--- config.mk ---
export PLATFORM = sky130hd
export DESIGN_NAME = pipelined_prime_sieve
export DESIGN_NICKNAME = d
export VERILOG_FILES = /design/src/hdl/pps_pkg.sv /design/src/hdl/pipelined_prime_sieve.sv /design/src/hdl/pps_cell.sv /design/src/hdl/pps_ctrl.sv
export SDC_FILE = /design/constraint.sdc
export NUM_CORES = 2
export LEC_CHECK = 0
export ABC_AREA = 1
export BUFFER_PORTS_ARGS = -buffer_cell sky130_fd_sc_hd__buf_2
export CAP_MARGIN = 10
export CORE_MARGIN = 2
export CORE_UTILIZATION = 50
export CTS_BUF_LIST = sky130_fd_sc_hd__clkbuf_16
export DETAILED_ROUTE_END_ITERATION = 6
export GPL_ROUTABILITY_DRIVEN = 0
export PLACE_DENSITY_LB_ADDON = 0.12
export REMOVE_ABC_BUFFERS = 1
export SLEW_MARGIN = 20
export SYNTH_ARGS = -nofsm -noshare
export SYNTH_HDL_FRONTEND = slang
export SYNTH_SLANG_ARGS = --single-unit
--- constraint.sdc ---
create_clock -name clk -period 3.55 [get_ports clk]
set_input_delay 0.355 -clock clk [delete_from_list [all_inputs] [get_ports clk]]
set_output_delay 0.355 -clock clk [all_outputs]
set_load 0.02 [all_outputs]
--- src/hdl/pps_pkg.sv ---
package pps_pkg;

  // chain size and datapath width
  localparam int NUM_STAGES  = 16;
  localparam int VALUE_WIDTH = 16;

  // counter widths
  localparam int DCNT_W = $clog2(VALUE_WIDTH);
  localparam int KCNT_W = $clog2(NUM_STAGES + 1);

  // result kind codes
  localparam logic [1:0] KIND_PRIME    = 2'd0;
  localparam logic [1:0] KIND_SURVIVOR = 2'd1;
  localparam logic [1:0] KIND_END      = 2'd2;

  // input transaction
  typedef struct packed {
    logic [15:0] number;
    logic        end_of_run;
  } in_item_t;

  // output transaction
  typedef struct packed {
    logic [1:0]  kind;
    logic [15:0] value;
    logic [3:0]  stage_index;
  } out_item_t;

  // broadcast control from sequencer to every cell
  typedef struct packed {
    logic clear;
    logic div_clr;
    logic div_step;
    logic nbit;
  } cell_ctl_t;

  // per-cell status
  typedef struct packed {
    logic hit;
    logic drop;
    logic filled;
  } cell_stat_t;

  // combined chain status seen by the sequencer
  typedef struct packed {
    logic hit;
    logic drop;
    logic last_pass;
  } scan_stat_t;

endpackage

--- src/hdl/pipelined_prime_sieve.sv ---
// number transaction: remainder steps over all VALUE_WIDTH dividend bits run in every cell at once,
// then a token walks the cell chain one cell per cycle; a prime captured by cell k or a
// survivor (k = NUM_STAGES) is then loaded into the output register, or parked while the output stalls
// end-of-run transaction: result registered (or parked while the output stalls), all cells cleared
// one transaction in flight; the next is taken once the previous result is registered or the number is dropped
// reset (rst_n low, synchronous): all cells empty, no result pending
module pipelined_prime_sieve (
  input  logic                clk,
  input  logic                rst_n,
  input  logic                in_valid,
  input  pps_pkg::in_item_t   in_data,
  output logic                in_stall,
  output logic                out_valid,
  output pps_pkg::out_item_t  out_data,
  input  logic                out_stall
);

  pps_pkg::cell_ctl_t              ctl;
  logic [pps_pkg::VALUE_WIDTH-1:0] cand;
  logic                            start;
  pps_pkg::scan_stat_t             stat;
  logic [pps_pkg::NUM_STAGES:0]    pass_chain;
  pps_pkg::cell_stat_t             cell_stat [pps_pkg::NUM_STAGES];
  logic [pps_pkg::NUM_STAGES-1:0]  hit_v;
  logic [pps_pkg::NUM_STAGES-1:0]  drop_v;
  logic [pps_pkg::NUM_STAGES-1:0]  filled_v;

  // sequencer
  pps_ctrl u_ctrl (
    .clk       (clk),
    .rst_n     (rst_n),
    .in_valid  (in_valid),
    .in_data   (in_data),
    .in_stall  (in_stall),
    .out_valid (out_valid),
    .out_data  (out_data),
    .out_stall (out_stall),
    .ctl       (ctl),
    .cand      (cand),
    .start     (start),
    .stat      (stat)
  );

  assign pass_chain[0] = start;

  // sieve cell chain
  for (genvar i = 0; i < pps_pkg::NUM_STAGES; i++) begin : g_cell
    pps_cell u_cell (
      .clk      (clk),
      .rst_n    (rst_n),
      .ctl      (ctl),
      .cand     (cand),
      .pass_in  (pass_chain[i]),
      .pass_out (pass_chain[i+1]),
      .stat     (cell_stat[i])
    );
    assign hit_v[i]    = cell_stat[i].hit;
    assign drop_v[i]   = cell_stat[i].drop;
    assign filled_v[i] = cell_stat[i].filled;
  end

  // chain status
  assign stat.hit       = |hit_v;
  assign stat.drop      = |drop_v;
  assign stat.last_pass = pass_chain[pps_pkg::NUM_STAGES];

  // at most one cell acts on the token
  a_one_event: assert property (@(posedge clk) disable iff (!rst_n)
    $onehot0(hit_v | drop_v))
    else $error("more than one cell acted in one cycle");

  // cells only act while a number transaction is in progress
  a_event_busy: assert property (@(posedge clk) disable iff (!rst_n)
    ((hit_v | drop_v) != '0) |-> in_stall)
    else $error("cell event while idle");

  // end of run empties the whole chain
  a_end_clears: assert property (@(posedge clk) disable iff (!rst_n)
    (in_valid && !in_stall && in_data.end_of_run) |=> (filled_v == '0))
    else $error("cells not cleared after end of run");

endmodule

--- src/hdl/pps_cell.sv ---
module pps_cell (
  input  logic                                   clk,
  input  logic                                   rst_n,
  input  pps_pkg::cell_ctl_t                     ctl,
  input  logic [pps_pkg::VALUE_WIDTH-1:0]        cand,
  input  logic                                   pass_in,
  output logic                                   pass_out,
  output pps_pkg::cell_stat_t                    stat
);

  logic                            filled_r, filled_nxt;
  logic                            pass_r, pass_nxt;
  logic [pps_pkg::VALUE_WIDTH-1:0] prime_r, prime_nxt;
  logic [pps_pkg::VALUE_WIDTH-1:0] rem_r, rem_nxt;
  logic [pps_pkg::VALUE_WIDTH:0]   ext;
  logic [pps_pkg::VALUE_WIDTH:0]   ext_sub;
  logic                            divides;

  // one restoring division step per cycle, dividend bit broadcast msb first
  always_comb begin
    ext     = {rem_r, ctl.nbit};
    ext_sub = ext - {1'b0, prime_r};
    if (ctl.div_clr) begin
      rem_nxt = '0;
    end else if (ctl.div_step) begin
      rem_nxt = (ext >= {1'b0, prime_r}) ? ext_sub[pps_pkg::VALUE_WIDTH-1:0]
                                         : ext[pps_pkg::VALUE_WIDTH-1:0];
    end else begin
      rem_nxt = rem_r;
    end
  end

  // a zero prime never divides
  assign divides = (prime_r != '0) && (rem_r == '0);

  // token handling: capture when empty, drop on divide, else hand on
  always_comb begin
    stat.hit    = pass_in && !filled_r;
    stat.drop   = pass_in && filled_r && divides;
    stat.filled = filled_r;
    pass_nxt    = pass_in && filled_r && !divides;
    prime_nxt   = stat.hit ? cand : prime_r;
    if (ctl.clear) begin
      filled_nxt = 1'b0;
    end else if (stat.hit) begin
      filled_nxt = 1'b1;
    end else begin
      filled_nxt = filled_r;
    end
  end

  assign pass_out = pass_r;

  // control state
  always_ff @(posedge clk) begin
    if (!rst_n) begin
      filled_r <= 1'b0;
      pass_r   <= 1'b0;
    end else begin
      filled_r <= filled_nxt;
      pass_r   <= pass_nxt;
    end
  end

  // payload
  always_ff @(posedge clk) begin
    prime_r <= prime_nxt;
    rem_r   <= rem_nxt;
  end

endmodule

--- src/hdl/pps_ctrl.sv ---
module pps_ctrl (
  input  logic                            clk,
  input  logic                            rst_n,
  input  logic                            in_valid,
  input  pps_pkg::in_item_t               in_data,
  output logic                            in_stall,
  output logic                            out_valid,
  output pps_pkg::out_item_t              out_data,
  input  logic                            out_stall,
  output pps_pkg::cell_ctl_t              ctl,
  output logic [pps_pkg::VALUE_WIDTH-1:0] cand,
  output logic                            start,
  input  pps_pkg::scan_stat_t             stat
);

  typedef enum logic [1:0] {
    ST_IDLE,
    ST_DIV,
    ST_SCAN,
    ST_PEND
  } state_t;

  state_t                          state_r, state_nxt;
  logic [pps_pkg::VALUE_WIDTH-1:0] num_r, num_nxt;
  logic [pps_pkg::VALUE_WIDTH-1:0] sh_r, sh_nxt;
  logic [pps_pkg::DCNT_W-1:0]      dcnt_r, dcnt_nxt;
  logic [pps_pkg::KCNT_W-1:0]      kcnt_r, kcnt_nxt;
  pps_pkg::out_item_t              res_r, res_nxt;
  logic                            out_valid_r, out_valid_nxt;
  pps_pkg::out_item_t              out_data_r, out_data_nxt;
  logic                            have_res;
  pps_pkg::out_item_t              res;
  logic                            out_free;

  assign out_free = !out_valid_r || !out_stall;

  // sequencer next state
  always_comb begin
    state_nxt     = state_r;
    num_nxt       = num_r;
    sh_nxt        = sh_r;
    dcnt_nxt      = dcnt_r;
    kcnt_nxt      = kcnt_r;
    res_nxt       = res_r;
    out_valid_nxt = out_valid_r;
    out_data_nxt  = out_data_r;
    ctl           = '0;
    start         = 1'b0;
    have_res      = 1'b0;
    res           = '0;

    if (out_valid_r && !out_stall) begin
      out_valid_nxt = 1'b0;
    end

    unique case (state_r)
      ST_IDLE: begin
        if (in_valid) begin
          if (in_data.end_of_run) begin
            ctl.clear = 1'b1;
            have_res  = 1'b1;
            res.kind  = pps_pkg::KIND_END;
          end else begin
            num_nxt     = pps_pkg::VALUE_WIDTH'(in_data.number);
            sh_nxt      = pps_pkg::VALUE_WIDTH'(in_data.number);
            ctl.div_clr = 1'b1;
            dcnt_nxt    = '0;
            state_nxt   = ST_DIV;
          end
        end
      end
      ST_DIV: begin
        ctl.div_step = 1'b1;
        ctl.nbit     = sh_r[pps_pkg::VALUE_WIDTH-1];
        sh_nxt       = sh_r << 1;
        dcnt_nxt     = dcnt_r + 1'b1;
        if (dcnt_r == pps_pkg::DCNT_W'(pps_pkg::VALUE_WIDTH - 1)) begin
          kcnt_nxt  = '0;
          state_nxt = ST_SCAN;
        end
      end
      ST_SCAN: begin
        start = (kcnt_r == '0);
        priority if (stat.hit) begin
          have_res        = 1'b1;
          res.kind        = pps_pkg::KIND_PRIME;
          res.value       = 16'(num_r);
          res.stage_index = 4'(kcnt_r);
        end else if (stat.drop) begin
          state_nxt = ST_IDLE;
        end else if (stat.last_pass) begin
          have_res  = 1'b1;
          res.kind  = pps_pkg::KIND_SURVIVOR;
          res.value = 16'(num_r);
        end else begin
          // token still walking the chain
          kcnt_nxt = kcnt_r + 1'b1;
        end
      end
      ST_PEND: begin
        if (out_free) begin
          out_valid_nxt = 1'b1;
          out_data_nxt  = res_r;
          state_nxt     = ST_IDLE;
        end
      end
      default: state_nxt = ST_IDLE;
    endcase

    // hand a finished result to the output register, or park it
    if (have_res) begin
      if (out_free) begin
        out_valid_nxt = 1'b1;
        out_data_nxt  = res;
        state_nxt     = ST_IDLE;
      end else begin
        res_nxt   = res;
        state_nxt = ST_PEND;
      end
    end
  end

  // state and registered outputs
  always_ff @(posedge clk) begin
    if (!rst_n) begin
      state_r     <= ST_IDLE;
      out_valid_r <= 1'b0;
    end else begin
      state_r     <= state_nxt;
      out_valid_r <= out_valid_nxt;
    end
    num_r      <= num_nxt;
    sh_r       <= sh_nxt;
    dcnt_r     <= dcnt_nxt;
    kcnt_r     <= kcnt_nxt;
    res_r      <= res_nxt;
    out_data_r <= out_data_nxt;
  end

  assign in_stall  = (state_r != ST_IDLE);
  assign out_valid = out_valid_r;
  assign out_data  = out_data_r;
  assign cand      = num_r;

endmodule

==> flow_summary.ini <==
[run_status]
status = finished clean

[run]
drv_cap = 0

[clock_network]
ctsHoldBuffers = 15
cts_tree = done
cts.clk_slew.worst_paths_ns = 0.06
postCtsSetupRepairBufs = 0
clock_path_buffers = 3
cts_max_level = 3
clkLatencyLatePin_ns = 0.62
cts_resized = 0
cts-root-buf = clkbuf_16
cts.sinks = 632
numCtsBuffers = 76

[power_and_ir_drop]
netSwitchingFraction = 0.388
combinationalPowerShare = 0.385
p_seq_frac = 0.343
p_total_mw = 29.4
pwr_density_cell_mw_per_mm2 = 704
power_switching_mw = 11.4
clockPowerShare = 0.272
p_leak_nw = 18.5
irDropWorstVdd_v = 0.000439
p_int_mw = 18.0

[detailed_routing]
drt-total-wl_mm = 99.0
first_pass_iters = 5
drc_errors = 0
drtIter0Drc = 2503
drt-vias-per-instance = 5.42
ant_nets = 0
via_count = 31300
avgRoutedWirePerCell_um = 17.2

[finish]
fin_util = 0.561
mostFrequentLayoutCells = 917 x nand2_1, 642 x a21oi_1, 539 x inv_1, 428 x nor2_1, 319 x edfxtp_1
area_growth_pct = 11.3
diodes = 0
nets = 5033
mostFrequentLayoutCell = nand2_1
drive_above_1_share = 0.0650
final_cells = 5768

[floorplan]
io-pin-count = 45
die_h_um = 278
start_util = 0.504
row_count = 100
core_area_mm2 = 0.0743
die_x_um = 278
die_area_mm2 = 0.0772

[synth]
ys_seq_area_frac = 0.423
avgSynthCellArea_um2 = 8.02
netlist_instances = 4671
yosys_warnings = 0
ys_seq_elements = 632
synth_cell_types = 46
synth_area_mm2 = 0.0375

[placement]
dp_cells = 5612
port_buffers = 44
dpl.hpwl_mm = 68.1
pre_cts_slack_ns = 0.450

[sta]
fin_skew_ns = 0.0325
slew_violations = 0
rsz0062_at_grt = no
finalSetupViolCount = 0
tightest_slew_ns = 1.09
fin_crit_sh = 0.878
min_period_ns = 3.12
hold_viol_final = 0
relSlewSlack = 0.274
setup_ws_ns = 0.432
fmax_mhz = 321

[grt]
grt_pass1_vias = 29400
antenna_found_initial = 5
grt_max_degree = 156
grt.overflow.total = 0
grt_pass1_wl_mm = 158
grtUsageTotal = 0.255

[worst_hold_path]
hp-class = in -> reg

[setup_path]
worstPathRequired_ns = 4.02
critical_path_arrival_ns = 3.59
crit_fanout = 12
endpoint_kind = flip-flop
path_class = reg -> reg
start_kind = flip-flop
registers in the layout, summed over array words and instances, names as in the netlist:
| register | flops |
|---|---|
| g_cell.u_cell.prime_r | 256 |
| g_cell.u_cell.rem_r | 256 |
| u_ctrl.out_data | 22 |
| u_ctrl.res_r | 22 |
| g_cell.u_cell.filled_r | 16 |
| g_cell.u_cell.pass_out | 16 |
| u_ctrl.cand | 16 |
| u_ctrl.sh_r | 16 |
| u_ctrl.kcnt_r | 5 |
| u_ctrl.dcnt_r | 4 |
| u_ctrl.state_r | 2 |
| u_ctrl.out_valid | 1 |
kinds of logic after synthesis:
family / Yosys count / share of synthesized area
simple gates: 1709 / 0.188
xor+xnor: 203 / 0.0474
mux: 22 / 0.00587
flops: 632 / 0.423
buf+inv: 676 / 0.0698
compound gates: 1154 / 0.171
fa+ha+maj: 275 / 0.0950
Yosys cell counts (all sizes together):
| master | count | area share |
|---|---|---|
| o2111ai | 9 | 0.0021 |
| xor2 | 108 | 0.025 |
| nand3 | 190 | 0.026 |
| a21oi | 648 | 0.087 |
| clkbuf | 92 | 0.0092 |
| a211oi | 37 | 0.0074 |
| fa | 16 | 0.0085 |
| o211ai | 37 | 0.0074 |
| edfxtp | 319 | 0.26 |
| o21a | 9 | 0.0018 |
| inv | 527 | 0.053 |
| nor3 | 43 | 0.0057 |
| o211a | 1 | 0.00027 |
| xnor2 | 95 | 0.022 |
| nand3b | 7 | 0.0014 |
| o22ai | 3 | 0.00050 |
| nand4 | 70 | 0.012 |
| and2 | 10 | 0.0017 |
| a21o | 25 | 0.0050 |
| buf | 57 | 0.0078 |
| o21ai | 312 | 0.044 |
| ha | 259 | 0.086 |
| o21bai | 32 | 0.0064 |
| dfxtp | 313 | 0.17 |
| nand2 | 919 | 0.092 |
| a311oi | 9 | 0.0021 |
| mux2i | 22 | 0.0059 |
| a21boi | 32 | 0.0064 |
| or2 | 37 | 0.0062 |
| nor2 | 433 | 0.044 |
area by class of cell:
| cell class | instances | area (um^2) |
|---|---|---|
| well taps | 969 | 1210 |
| multi-input cells | 3363 | 19000 |
| flip-flops and latches | 632 | 15800 |
| repair buffers | 137 | 1050 |
| clock inverters | 63 | 646 |
| fillers | 7052 | 32600 |
| clock buffers | 77 | 1930 |
| inverters | 527 | 1990 |
power by group through the flow:
stage          combinational, mW  sequential [mW]  clock [mW]
2_1_floorplan               8.41             10.0           0
3_3_place_gp                11.1             10.2           0
3_5_place_dp                11.2             10.2           0
4_1_cts                     11.3             10.1        8.15
5_1_grt                     12.8             10.2        8.42
6_report                    11.3             10.1        7.99
routing by layer:
layer | vias up | track usage | routed length (um)
li1 | 15900 | - | -
met1 | 14500 | 0.362 | 47200
met2 | 701 | 0.407 | 43900
met3 | 147 | 0.0288 | 5150
met4 | 0 | 0.0769 | 2720
met5 | - | 0 | 0
metrics by stage:
stage / hold WS (ns) / area [um^2] / TNS, ns
final: 0.0222 / 41700 / 0
after global routing: 0.0119 / 41700 / 0
after CTS: 0.0175 / 41700 / 0
after detailed placement: 0.455 / 39000 / 0
after global placement: 0.449 / 39000 / 0
after floorplan: 0.431 / 36800 / -1711.91
critical path, cell delays in order, from the launching register on:
cell and delay (ns):
dfxtp_1 0.44, inv_1 0.15, nor2_4 0.10, nand2_1 0.07
buf_4 0.22, ha_1 0.23, nand3b_1 0.16, nand2_1 0.13
a21oi_2 0.08, o21ai_1 0.31, nand3_1 0.16, nand2_1 0.09
nand2_1 0.06, nand2_1 0.27, buf_4 0.24, a21oi_1 0.07
o21ai_0 0.10, a21oi_1 0.09
path summary, 6_finish.rpt:
kind / slack (ns) / endpoint / start / cells after the start
max: 0.43 / g_cell[0].u_cell.rem_r[1]$_SDFFE_PP0P_ / u_ctrl.state_r[0]$_SDFFE_PN0P_ / 17
min: 0.02 / u_ctrl.cand[2]$_DFFE_PP_ / in_data[3] / 1
max reg2reg: 0.43 / g_cell[0].u_cell.rem_r[1]$_SDFFE_PP0P_ / u_ctrl.state_r[0]$_SDFFE_PN0P_ / 17
min reg2reg: 0.47 / g_cell[5].u_cell.pass_out$_SDFF_PN0_ / g_cell[5].u_cell.filled_r$_SDFFE_PP0P_ / 2
(Power assumes the default switching activity.)
